[config.mk]
export PLATFORM = sky130hd
export DESIGN_NAME = adc_window_settle_autorange
export DESIGN_NICKNAME = d
export VERILOG_FILES = /design/src/sv/awsa_pkg.sv /design/src/sv/awsa_window_ram.sv /design/src/sv/awsa_scan.sv /design/src/sv/adc_window_settle_autorange.sv
export SDC_FILE = /design/constraint.sdc
export NUM_CORES = 2
export LEC_CHECK = 0
export ABC_AREA = 1
export BUFFER_PORTS_ARGS = -buffer_cell sky130_fd_sc_hd__buf_2
export CORE_MARGIN = 1.5
export CORE_UTILIZATION = 30
export DETAILED_ROUTE_END_ITERATION = 16
export PLACE_DENSITY = 0.44
export SYNTH_ARGS = -nofsm -noshare
export SYNTH_HDL_FRONTEND = slang
export SYNTH_HIERARCHICAL = 1
export SYNTH_SLANG_ARGS = --single-unit
[constraint.sdc]
create_clock -name clock -period 4.65 [get_ports clock]
set_clock_uncertainty 0.05 [all_clocks]
set_input_delay 0.2325 -clock clock [delete_from_list [all_inputs] [get_ports clock]]
set_output_delay 0.2325 -clock clock [all_outputs]
set_load 0.005 [all_outputs]
[src/sv/awsa_pkg.sv]
package awsa_pkg;

   localparam int WINDOW_DEPTH = 128;
   localparam int RANGE_COUNT  = 5;

   localparam int SAMPLE_W = 10;
   localparam int ADDR_W   = $clog2(WINDOW_DEPTH);
   localparam int SUM_W    = SAMPLE_W + ADDR_W;
   localparam int COUNT_W  = 16;
   localparam int RANGE_W  = 3;
   localparam int SPREAD_W = 11;
   localparam int CSR_W    = 11;

   localparam logic [COUNT_W-1:0] COUNT_CEILING = 16'd65534;
   localparam logic [COUNT_W-1:0] COUNT_GATE    = COUNT_W'(2 * WINDOW_DEPTH);
   localparam logic [RANGE_W-1:0] RANGE_TOP     = RANGE_W'(RANGE_COUNT - 1);

   localparam logic [SAMPLE_W-1:0] LOW_THRESHOLD_RESET   = 10'd233;
   localparam logic [SAMPLE_W-1:0] HIGH_THRESHOLD_RESET  = 10'd787;
   localparam logic [SPREAD_W-1:0] SPREAD_LIMIT_RESET    = 11'd256;
   localparam logic [SAMPLE_W-1:0] SHORT_THRESHOLD_RESET = 10'd90;

   typedef logic [SAMPLE_W-1:0] sample_type;
   typedef logic [ADDR_W-1:0]   addr_type;
   typedef logic [SUM_W-1:0]    sum_type;

   typedef enum logic [1:0] {
      CSR_LOW_THRESHOLD,
      CSR_HIGH_THRESHOLD,
      CSR_SPREAD_LIMIT,
      CSR_SHORT_THRESHOLD
   } csr_index_type;

   typedef enum logic [1:0] {
      SCAN_IDLE,
      SCAN_READ,
      SCAN_DRAIN,
      SCAN_HOLD
   } scan_state_type;

   typedef struct packed {
      logic idle;
      logic hold;
   } scan_status_type;

   typedef struct packed {
      sum_type    sum;
      sample_type lo;
      sample_type hi;
   } scan_stats_type;

endpackage

[src/sv/awsa_window_ram.sv]
module awsa_window_ram (
   input  logic              clock,
   input  logic              we,
   input  awsa_pkg::addr_type   waddr,
   input  awsa_pkg::sample_type wdata,
   input  awsa_pkg::addr_type   raddr,
   output awsa_pkg::sample_type rdata
);
   import awsa_pkg::*;

   sample_type mem [WINDOW_DEPTH];
   sample_type rdata_ff;

   always_ff @(posedge clock) begin
      if (we) begin
         mem[waddr] <= wdata;
      end
   end

   always_ff @(posedge clock) begin
      rdata_ff <= mem[raddr];
   end

   assign rdata = rdata_ff;

endmodule

[src/sv/awsa_scan.sv]
module awsa_scan (
   input  logic                      clock,
   input  logic                      reset,
   input  logic                      start,
   input  awsa_pkg::sample_type      start_sample,
   input  awsa_pkg::addr_type        start_addr,
   input  logic                      take,
   output awsa_pkg::scan_status_type status,
   output awsa_pkg::scan_stats_type  stats
);
   import awsa_pkg::*;

   scan_state_type state_ff, state_in;
   addr_type       addr_ff, addr_in;
   logic           pend_ff, pend_in;
   sum_type        sum_ff, sum_in;
   sample_type     lo_ff, lo_in;
   sample_type     hi_ff, hi_in;
   sample_type     rdata;
   logic           ram_we;
   logic           last;

   awsa_window_ram u_ram (
      .clock (clock),
      .we    (ram_we),
      .waddr (start_addr),
      .wdata (start_sample),
      .raddr (addr_ff),
      .rdata (rdata)
   );

   assign last = (addr_ff == ADDR_W'(WINDOW_DEPTH - 1));

   always_comb begin
      state_in = state_ff;
      unique case (state_ff)
         SCAN_IDLE:  if (start) state_in = SCAN_READ;
         SCAN_READ:  if (last) state_in = SCAN_DRAIN;
         SCAN_DRAIN: state_in = SCAN_HOLD;
         SCAN_HOLD:  if (take) state_in = SCAN_IDLE;
         default:    state_in = SCAN_IDLE;
      endcase
   end

   always_comb begin
      ram_we = 1'b0;
      pend_in = 1'b0;
      status.idle = 1'b0;
      status.hold = 1'b0;
      unique case (state_ff)
         SCAN_IDLE: begin
            ram_we = start;
            status.idle = 1'b1;
         end
         SCAN_READ:  pend_in = 1'b1;
         SCAN_DRAIN: ;
         SCAN_HOLD:  status.hold = 1'b1;
         default:    ;
      endcase
   end

   // sample is written at the accept edge, every read follows it
   always_comb begin
      addr_in = addr_ff;
      sum_in  = sum_ff;
      lo_in   = lo_ff;
      hi_in   = hi_ff;
      if (ram_we) begin
         addr_in = '0;
         sum_in  = '0;
         lo_in   = '1;
         hi_in   = '0;
      end else begin
         if (state_ff == SCAN_READ) begin
            addr_in = ADDR_W'(addr_ff + 1'b1);
         end
         if (pend_ff) begin
            sum_in = sum_ff + SUM_W'(rdata);
            if (rdata < lo_ff) lo_in = rdata;
            if (rdata > hi_ff) hi_in = rdata;
         end
      end
   end

   always_ff @(posedge clock) begin
      if (reset) begin
         state_ff <= SCAN_IDLE;
         pend_ff  <= 1'b0;
      end else begin
         state_ff <= state_in;
         pend_ff  <= pend_in;
      end
   end

   always_ff @(posedge clock) begin
      addr_ff <= addr_in;
      sum_ff  <= sum_in;
      lo_ff   <= lo_in;
      hi_ff   <= hi_in;
   end

   assign stats.sum = sum_ff;
   assign stats.lo  = lo_ff;
   assign stats.hi  = hi_ff;

endmodule

[src/sv/adc_window_settle_autorange.sv]
// ADC window settle and autorange.
// Input channel req_ (valid/ready) takes one 10-bit ADC sample per item.
// The sample is written into a 128-entry ring window held in a block RAM,
// then the whole window is read back one entry per cycle for sum, minimum
// and maximum. One result item leaves on rsp_ (valid/ready) per sample:
// average_valid, average, range_select, range_changed, contacts_shorted.
// From accept to rsp_valid: the sample is written at the accept edge, every
// window entry is read in turn, the last read lands in the drain state and
// the hold state evaluates the scan and loads the output register. A new
// sample is taken only once the last scan is done, as the single RAM read
// port walks every window entry; req_ready is high only while the scan is
// idle. The result sits in an output register; the next sample is accepted
// while it waits, but a finished scan holds until the output register is
// free, so a stalled receiver stalls the block after one further item.
// The user must write thresholds and spread limit through csr_ only while
// idle; the block does not enforce it. Reset (synchronous, active high)
// restores the register defaults and clears the ring position, sample
// count and range index; window contents are not cleared, as the count
// gate covers every entry before use.
module adc_window_settle_autorange (
   input  logic                    clock,
   input  logic                    reset,
   input  logic                    req_valid,
   output logic                    req_ready,
   input  logic [9:0]              req_sample,
   output logic                    rsp_valid,
   input  logic                    rsp_ready,
   output logic                    rsp_average_valid,
   output logic [9:0]              rsp_average,
   output logic [2:0]              rsp_range_select,
   output logic                    rsp_range_changed,
   output logic                    rsp_contacts_shorted,
   input  logic                    csr_we,
   input  awsa_pkg::csr_index_type csr_index,
   input  logic [10:0]             csr_wdata
);
   import awsa_pkg::*;

   sample_type            low_thr_ff, high_thr_ff, short_thr_ff;
   logic [SPREAD_W-1:0]   spread_lim_ff;
   addr_type              wr_pos_ff, wr_pos_in;
   logic [COUNT_W-1:0]    count_ff, count_in;
   logic [RANGE_W-1:0]    range_ff, range_in;

   logic                  rsp_valid_ff, rsp_valid_in;
   logic                  avg_valid_ff;
   sample_type            average_ff;
   logic [RANGE_W-1:0]    range_sel_ff;
   logic                  changed_ff, shorted_ff;

   scan_status_type       scan_status;
   scan_stats_type        scan_stats;
   logic                  accept;
   logic                  take;
   logic                  settled;
   sample_type            spread;
   sample_type            average;
   logic                  step_down, step_up, shorted;

   assign req_ready = scan_status.idle;
   assign accept    = req_valid && req_ready;
   assign take      = scan_status.hold && (!rsp_valid_ff || rsp_ready);

   awsa_scan u_scan (
      .clock        (clock),
      .reset        (reset),
      .start        (accept),
      .start_sample (req_sample),
      .start_addr   (wr_pos_ff),
      .take         (take),
      .status       (scan_status),
      .stats        (scan_stats)
   );

   // evaluation of the finished scan
   assign spread  = scan_stats.hi - scan_stats.lo;
   assign average = SAMPLE_W'(scan_stats.sum / WINDOW_DEPTH);
   assign settled = (count_ff >= COUNT_GATE) && (SPREAD_W'(spread) < spread_lim_ff);
   assign step_down = settled && (average < low_thr_ff) && (range_ff != '0);
   assign step_up   = settled && !step_down && (average > high_thr_ff)
                      && (range_ff != RANGE_TOP);
   assign shorted   = settled && (average < short_thr_ff) && (range_ff == '0);

   always_comb begin
      wr_pos_in = wr_pos_ff;
      count_in  = count_ff;
      range_in  = range_ff;
      if (accept) begin
         wr_pos_in = (wr_pos_ff == ADDR_W'(WINDOW_DEPTH - 1)) ? '0
                                                            : ADDR_W'(wr_pos_ff + 1'b1);
         if (count_ff < COUNT_CEILING) begin
            count_in = COUNT_W'(count_ff + 1'b1);
         end
      end
      if (take) begin
         if (step_down) range_in = RANGE_W'(range_ff - 1'b1);
         if (step_up)   range_in = RANGE_W'(range_ff + 1'b1);
         if (step_down || step_up) count_in = '0;
      end
   end

   always_comb begin
      rsp_valid_in = rsp_valid_ff;
      if (rsp_ready) rsp_valid_in = 1'b0;
      if (take) rsp_valid_in = 1'b1;
   end

   always_ff @(posedge clock) begin
      if (reset) begin
         low_thr_ff    <= LOW_THRESHOLD_RESET;
         high_thr_ff   <= HIGH_THRESHOLD_RESET;
         spread_lim_ff <= SPREAD_LIMIT_RESET;
         short_thr_ff  <= SHORT_THRESHOLD_RESET;
      end else if (csr_we) begin
         unique case (csr_index)
            CSR_LOW_THRESHOLD:   low_thr_ff    <= csr_wdata[SAMPLE_W-1:0];
            CSR_HIGH_THRESHOLD:  high_thr_ff   <= csr_wdata[SAMPLE_W-1:0];
            CSR_SPREAD_LIMIT:    spread_lim_ff <= csr_wdata[SPREAD_W-1:0];
            CSR_SHORT_THRESHOLD: short_thr_ff  <= csr_wdata[SAMPLE_W-1:0];
            default:             ;
         endcase
      end
   end

   always_ff @(posedge clock) begin
      if (reset) begin
         wr_pos_ff    <= '0;
         count_ff     <= '0;
         range_ff     <= '0;
         rsp_valid_ff <= 1'b0;
      end else begin
         wr_pos_ff    <= wr_pos_in;
         count_ff     <= count_in;
         range_ff     <= range_in;
         rsp_valid_ff <= rsp_valid_in;
      end
   end

   always_ff @(posedge clock) begin
      if (take) begin
         avg_valid_ff <= settled;
         average_ff   <= settled ? average : '0;
         range_sel_ff <= range_in;
         changed_ff   <= step_down || step_up;
         shorted_ff   <= shorted;
      end
   end

   assign rsp_valid            = rsp_valid_ff;
   assign rsp_average_valid    = avg_valid_ff;
   assign rsp_average          = average_ff;
   assign rsp_range_select     = range_sel_ff;
   assign rsp_range_changed    = changed_ff;
   assign rsp_contacts_shorted = shorted_ff;

endmodule

Word level (Yosys, flattened, before mapping)
Memories as Yosys holds them, arrays and structs flattened. A register that Yosys moved wholly into a read port is not among the register bits.
Cells that the tools add are included.
{"block": "totals", "ff_bits": 131, "latch_bits": 0, "ram_bits": 1280, "mem_bits_ro": 0, "in_bits": 28, "out_inout_bits": 18, "word_cells": 93, "n_memories": 1}
{"block": "op_classes", "n_addsub": 7, "mul": 0, "n_div": 0, "order_cmp": 8, "eq_ne": 12, "n_shift": 0, "muxes": 20, "n_bitwise": 0, "reduce_logical": 26}
{"name": "u_scan.u_ram.mem", "words": 128, "word_bits": 10, "rd": 1, "rd_ports_with_merged_regs": 1, "wr": 1, "line_no": "awsa_window_ram.sv:11", "text": "sample_type mem [WINDOW_DEPTH];"}
{"cell": "$mux 16", "n": 4}
{"cell": "$lt 10x10->1", "n": 3}
{"cell": "$gt 10x10->1", "n": 2}
{"cell": "$add 17x10->17", "n": 1}
{"cell": "$add 16x1->16 const B", "n": 1}
{"cell": "$ge 16x9->1 const B", "n": 1}
{"cell": "$lt 16x16->1 const B", "n": 1}
{"cell": "$add 7x1->7 const B", "n": 2}
{"cell": "$eq 7x7->1 const B", "n": 2}
{"cell": "$reduce_and 2->1", "n": 6}
{"cell": "$lt 10x11->1", "n": 1}
{"cell": "$logic_and 1x1->1", "n": 10}
{"cell": "$sub 10x10->10", "n": 1}
{"cell": "$mux 3", "n": 3}
{"cell": "$eq 2x2->1 const B", "n": 4}
{"cell": "$mux 1", "n": 8}
{"cell": "$pmux 2 s4", "n": 1}
{"cell": "$mux 7", "n": 1}
{"cell": "$mux 2", "n": 3}
{"cell": "$eq 2x1->1 const B", "n": 2}
{"cell": "$logic_not 2->1", "n": 2}
{"cell": "$ne 2x1->1 const B", "n": 2}
{"cell": "$add 3x1->3 const B", "n": 1}
{"cell": "$logic_not 3->1", "n": 1}
{"cell": "8 further kinds", "n": 10}

Longest topological paths before layout
{"block": "logic_depth", "depth_word": 12, "ltp_mapped": 27, "mapped_depth_nobuf": 26}

Hierarchy
The synthesis kept the hierarchy.
{"module": "awsa_window_ram", "n_inst": 1, "cells_each": 4419, "area_per_inst_um2": 52206.3, "seq_area_each_um2": 38637.1}
{"module": "adc_window_settle_autorange", "n_inst": 1, "cells_each": 624, "area_per_inst_um2": 4827.1, "seq_area_each_um2": 1841.8}
{"module": "awsa_scan", "n_inst": 1, "cells_each": 489, "area_per_inst_um2": 3113.0, "seq_area_each_um2": 940.9}

Least setup slack after synthesis
Ideal clock, no wire load.
{"block": "synth_path", "path_type": "reg-to-reg", "from": "register u_scan.hi_ff[0]", "to": "register range_sel_ff[0] (netlist: rsp_range_select[0]) (data pin)", "setup_ns": 0.257, "arrival_time_ns": 2.967, "required_ns": 4.343, "path_slack_ns": 1.377, "path_stages_with_launch": 26, "path_buffers": 0, "period_less_slack_ns": 3.273, "path_cell_list": "dfxtp_1 -> inv_1 -> ha_1 -> fa_1 -> o21ai_0 -> nand2_1 -> nand2_1 -> nand2_1 -> nand2_1 -> a21o_1 -> nand2_1 -> nand3_1 -> nand2_1 -> ha_1 -> nand2_1 -> nand2_1 -> nand2_1 -> nand2_1 -> nor2_2 -> nand3_2 -> nor2_2 -> inv_2 -> nand2_4 -> nand2_4 -> xor2_1 -> inv_1"}
{"block": "synth_between", "elab_chain_cells": 11, "word_cells_on_any_way": 12, "classes_between": "1 x add/sub; 1 x order compare; 3 x mux; 7 x reduce/logical"}
{"item": "start, declared", "line_no": "awsa_scan.sv:18", "text": "sample_type hi_ff, hi_in;"}
{"item": "start signal, assigned", "line_no": "awsa_scan.sv:99", "text": "hi_ff <= hi_in;"}
{"item": "$sub 10x10->10 *", "line_no": "adc_window_settle_autorange.sv:76", "text": "assign spread = scan_stats.hi - scan_stats.lo;"}
{"item": "$lt 10x11->1 *", "line_no": "adc_window_settle_autorange.sv:78", "text": "assign settled = (count_ff >= COUNT_GATE) && (SPREAD_W'(spread) < spread_lim_ff);"}
{"item": "$logic_and 1x1->1 *", "line_no": "adc_window_settle_autorange.sv:78"}
{"item": "$logic_and 1x1->1 (2 in a row)", "line_no": "adc_window_settle_autorange.sv:79", "text": "assign step_down = settled && (average < low_thr_ff) && (range_ff != '0);"}
{"item": "$logic_not 1->1", "line_no": "adc_window_settle_autorange.sv:80", "text": "assign step_up = settled && !step_down && (average > high_thr_ff)"}
{"item": "$logic_and 1x1->1 (2 in a row)", "line_no": "adc_window_settle_autorange.sv:80"}
{"item": "$logic_and 1x1->1", "line_no": "adc_window_settle_autorange.sv:81", "text": "&& (range_ff != RANGE_TOP);"}
{"item": "$mux 3 *", "line_no": "adc_window_settle_autorange.sv:97", "text": "if (step_up) range_in = RANGE_W'(range_ff + 1'b1);"}
{"item": "$mux 3 *", "line_no": "adc_window_settle_autorange.sv:95", "text": "if (take) begin"}
{"item": "via range_in[0]", "line_no": "adc_window_settle_autorange.sv:43", "text": "logic [RANGE_W-1:0] range_ff, range_in;"}
{"item": "end signal, assigned", "line_no": "adc_window_settle_autorange.sv:143", "text": "range_sel_ff <= range_in;"}
{"item": "end, declared", "line_no": "adc_window_settle_autorange.sv:48", "text": "logic [RANGE_W-1:0] range_sel_ff;"}
Mark *: on every way through the listed nets, which the timed path passes. The rest lies on a longest branch.
A chain may end at the register's enable or synchronous reset.

Worst setup path after layout
Ends and elaborated chain as after synthesis.

==> run summary <==
Initial Utilization: 30.2%
top cell type's share of synthesized area: 64.7%
fmax: 261 MHz
CP max stage cell: fa_1
DR WL/cell: 21.2 µm
Mapped Area: 60100 µm²
GRT Total Usage: 17.1%
Int Pwr: 23.7 mW
Worst-Margin Slew: 1110 ps
io pins: 46
mean post-synth cell area: 10.9 µm²
combinational share of power: 28.5%
Clock Latency Late Sink: 790 ps
vias per cell: 4.82
Top delay family on crit path: simple AND/OR/NAND/NOR gates
WP buf/inv: 3
RSZ-0062 raised after global routing: no
Crit Path Category: reg2reg
Layout Nets: 5647
initial antenna violation count: 3
power per cell area: 539 nW/µm²
area grow syn2layout: 13.4%
die height: 451 µm
# DRC: 0
outcome: finished, final reports clean
CTS tree: yes
fraction of synthesis flops using an asynchronous set or reset pin: 0%
synth cell count leaders: 1758 x nand2_1, 1296 x edfxtp_1, 1225 x nand3_1
post-route ant nets: 0
startpoint types: flip-flop
share of cells above drive strength 1: 6.38%
Synth Flop Type: edfxtp_1
Overflow after GRT: 0
setup TNS: 0 ps
Seq pwr share: 39.6%
Iteration-0 DRC Markers: 3093
DIE AREA: 203000 µm²
largest cells by area after synthesis: edfxtp_1 65%, nand2_1 11%, nand3_1 10%, dfxtp_1 4.2%, ha_1 1.8%
Hold WC Path Type: in2reg
Post-synth EDFFs: 1296
hpwl dp: 100000 µm
Synth warnings: 6
CTS H-tree lvls: 4
Num CTS Buffers: 157
Vias: 40075
GPL Wtd Cong: 0.802
Leak: 24.6 nW
CP Max Fanout: 14
Worst Path Arrival: 4330 ps
period utilisation layout: 82.5%
Routed WL: 176000 µm
CP required: 5140 ps
Switching Share: 35.6%
Synth Instances: 5532
number of I/O port buffers: 45
Final Setup Violations: 0
Period minus WS final: 3830 ps
endpoints failing hold: 0
CP Capture Type: flip-flop
CP dominant cell by count: nand2_1
area leader, netlist: edfxtp_1
post-route insts no fill: 8317
max_cap viols: 0
die width: 451 µm
Seq/Total Area, Yosys: 68.9%
Sw Pwr: 13.1 mW
post-synth cell types: 47
Crit path largest cell delay: 410 ps
row count: 164
First-pass DRT Iterations: 5
clock network power share: 31.9%
maximum vdd drop: 0.462 mV
clk slew on worst S/H paths: 60 ps
# resized after CTS: 0
Max Slew Vio Count: 0
top-count cell post-synth: nand2_1
first-pass GRT wire length: 262000 µm
vias in the first global route: 38954
post-CTS setup repair buffer count: 0
total core area: 199000 µm²
syn_nets: 5648
CTS Buffer Depth: 3
worst slew margin relative to its limit: 25.9%
largest net degree at the start of global routing: 150
CTS root buffer: clkbuf_16
cell total after placement: 7990
clk sinks: 1421
#FFs+latches synth: 1421
==> final timing paths <==
path              cells past startpoint            start                       to  slack [ps]
hold reg to reg                       2   high_thr_ff[3]           high_thr_ff[3]         410
setup reg to reg                     25  u_scan/hi_ff[0]      rsp_range_select[0]         820
setup / recovery                     25  u_scan/hi_ff[0]      rsp_range_select[0]         820
hold / removal                        1    req_sample[2]  u_scan/u_ram/mem[33][2]          30
==> worst register-to-register path, delay by kind of cell, from the launching register on <==
| kind | cells | cell delay, ps |
|---|---|---|
| XOR/XNOR | 1 | 190 |
| buffers and inverters | 3 | 190 |
| flip-flops | 1 | 370 |
| AO/OA/AOI/OAI | 2 | 390 |
| AND/OR/NAND/NOR | 16 | 1480 |
| adder cells (fa/ha/maj) | 3 | 920 |
==> registers in the layout, summed over array words and instances, names as in the netlist, 7 cells and up <==
register            count
rsp_average            10
u_scan/hi_ff           10
high_thr_ff            10
count_ff               16
short_thr_ff           10
u_scan/sum_ff          17
u_scan/u_ram/mem     1280
u_scan/lo_ff           10
spread_lim_ff          11
wr_pos_ff               7
low_thr_ff             10
u_scan/addr_ff          7
u_scan/u_ram/rdata     10
==> layer usage <==
metal	GRT usage [%]	routed length [µm]	vias to the layer above
met2	27.6	82500	913
met1	23.9	81800	19781
met3	2.22	7730	220
met4	5.19	4400	0
li1	-	-	19161
met5	0	0	-
==> timing repair <==
action	4_1_cts	5_1_grt
setup endpoints to repair	0	0
hold buffers	38	0
hold endpoints to repair	318	0
==> placed cells by master, fill, tap and decap left out, drive strengths merged, types with 16 or more instances in the layout <==
master	instances
nand2	1762
edfxtp	1296
nand3	1227
nor2	299
clkbuf	213
inv	211
dfxtp	125
buf	114
ha	86
a21oi	81
clkinv	68
o21ai	45
dlygate4sd3	38
nor3	18
xor2	16
==> kinds of logic after synthesis <==
kind of cell / after synthesis / synth area share, %
AOI/OAI and AO/OA: 155 / 1.42
adders and majority gates: 88 / 1.86
and+or+nand+nor: 3319 / 23.5
buffers and inverters: 521 / 3.91
xor gates and xnor gates: 28 / 0.408
DFF: 1421 / 68.9
==> stage by stage <==
stage / power (mW) / hold WS (ps) / util (%) / worst slack (ps) / area [µm²]
floorplan: 21.5 / 252 / - / 1380 / 60100
global placement: 25.4 / 399 / 31.6 / 733 / 63000
detailed placement: 25.4 / 404 / 31.6 / 784 / 63000
CTS: 37.2 / 8.55 / 34.2 / 768 / 68200
global route: 38.8 / 29.8 / 34.2 / 371 / 68200
finish: 36.7 / 27.6 / 34.2 / 815 / 68200
==> power by group through the flow <==
| stage | clock [mW] | combinational (mW) | sequential (mW) |
|---|---|---|---|
| final | 11.7 | 10.5 | 14.6 |
| after global routing | 12.5 | 11.7 | 14.6 |
| after CTS | 12.1 | 10.6 | 14.6 |
| after detailed placement | 0 | 10.6 | 14.8 |
| after global placement | 0 | 10.6 | 14.8 |
| after floorplan | 0 | 6.87 | 14.6 |
==> final cells by class <==
type                       count  area, µm²
sequential                  1421      41400
fill                       20040     131000
multi-input combinational   3590      16400
tap                         2656       3320
inverter                     209        808
antenna                        4       10.0
timing repair buffer         152       1450
clock buffer                 213       4300
clock inverter                72        489
Power figures use the tool's default switching activity.
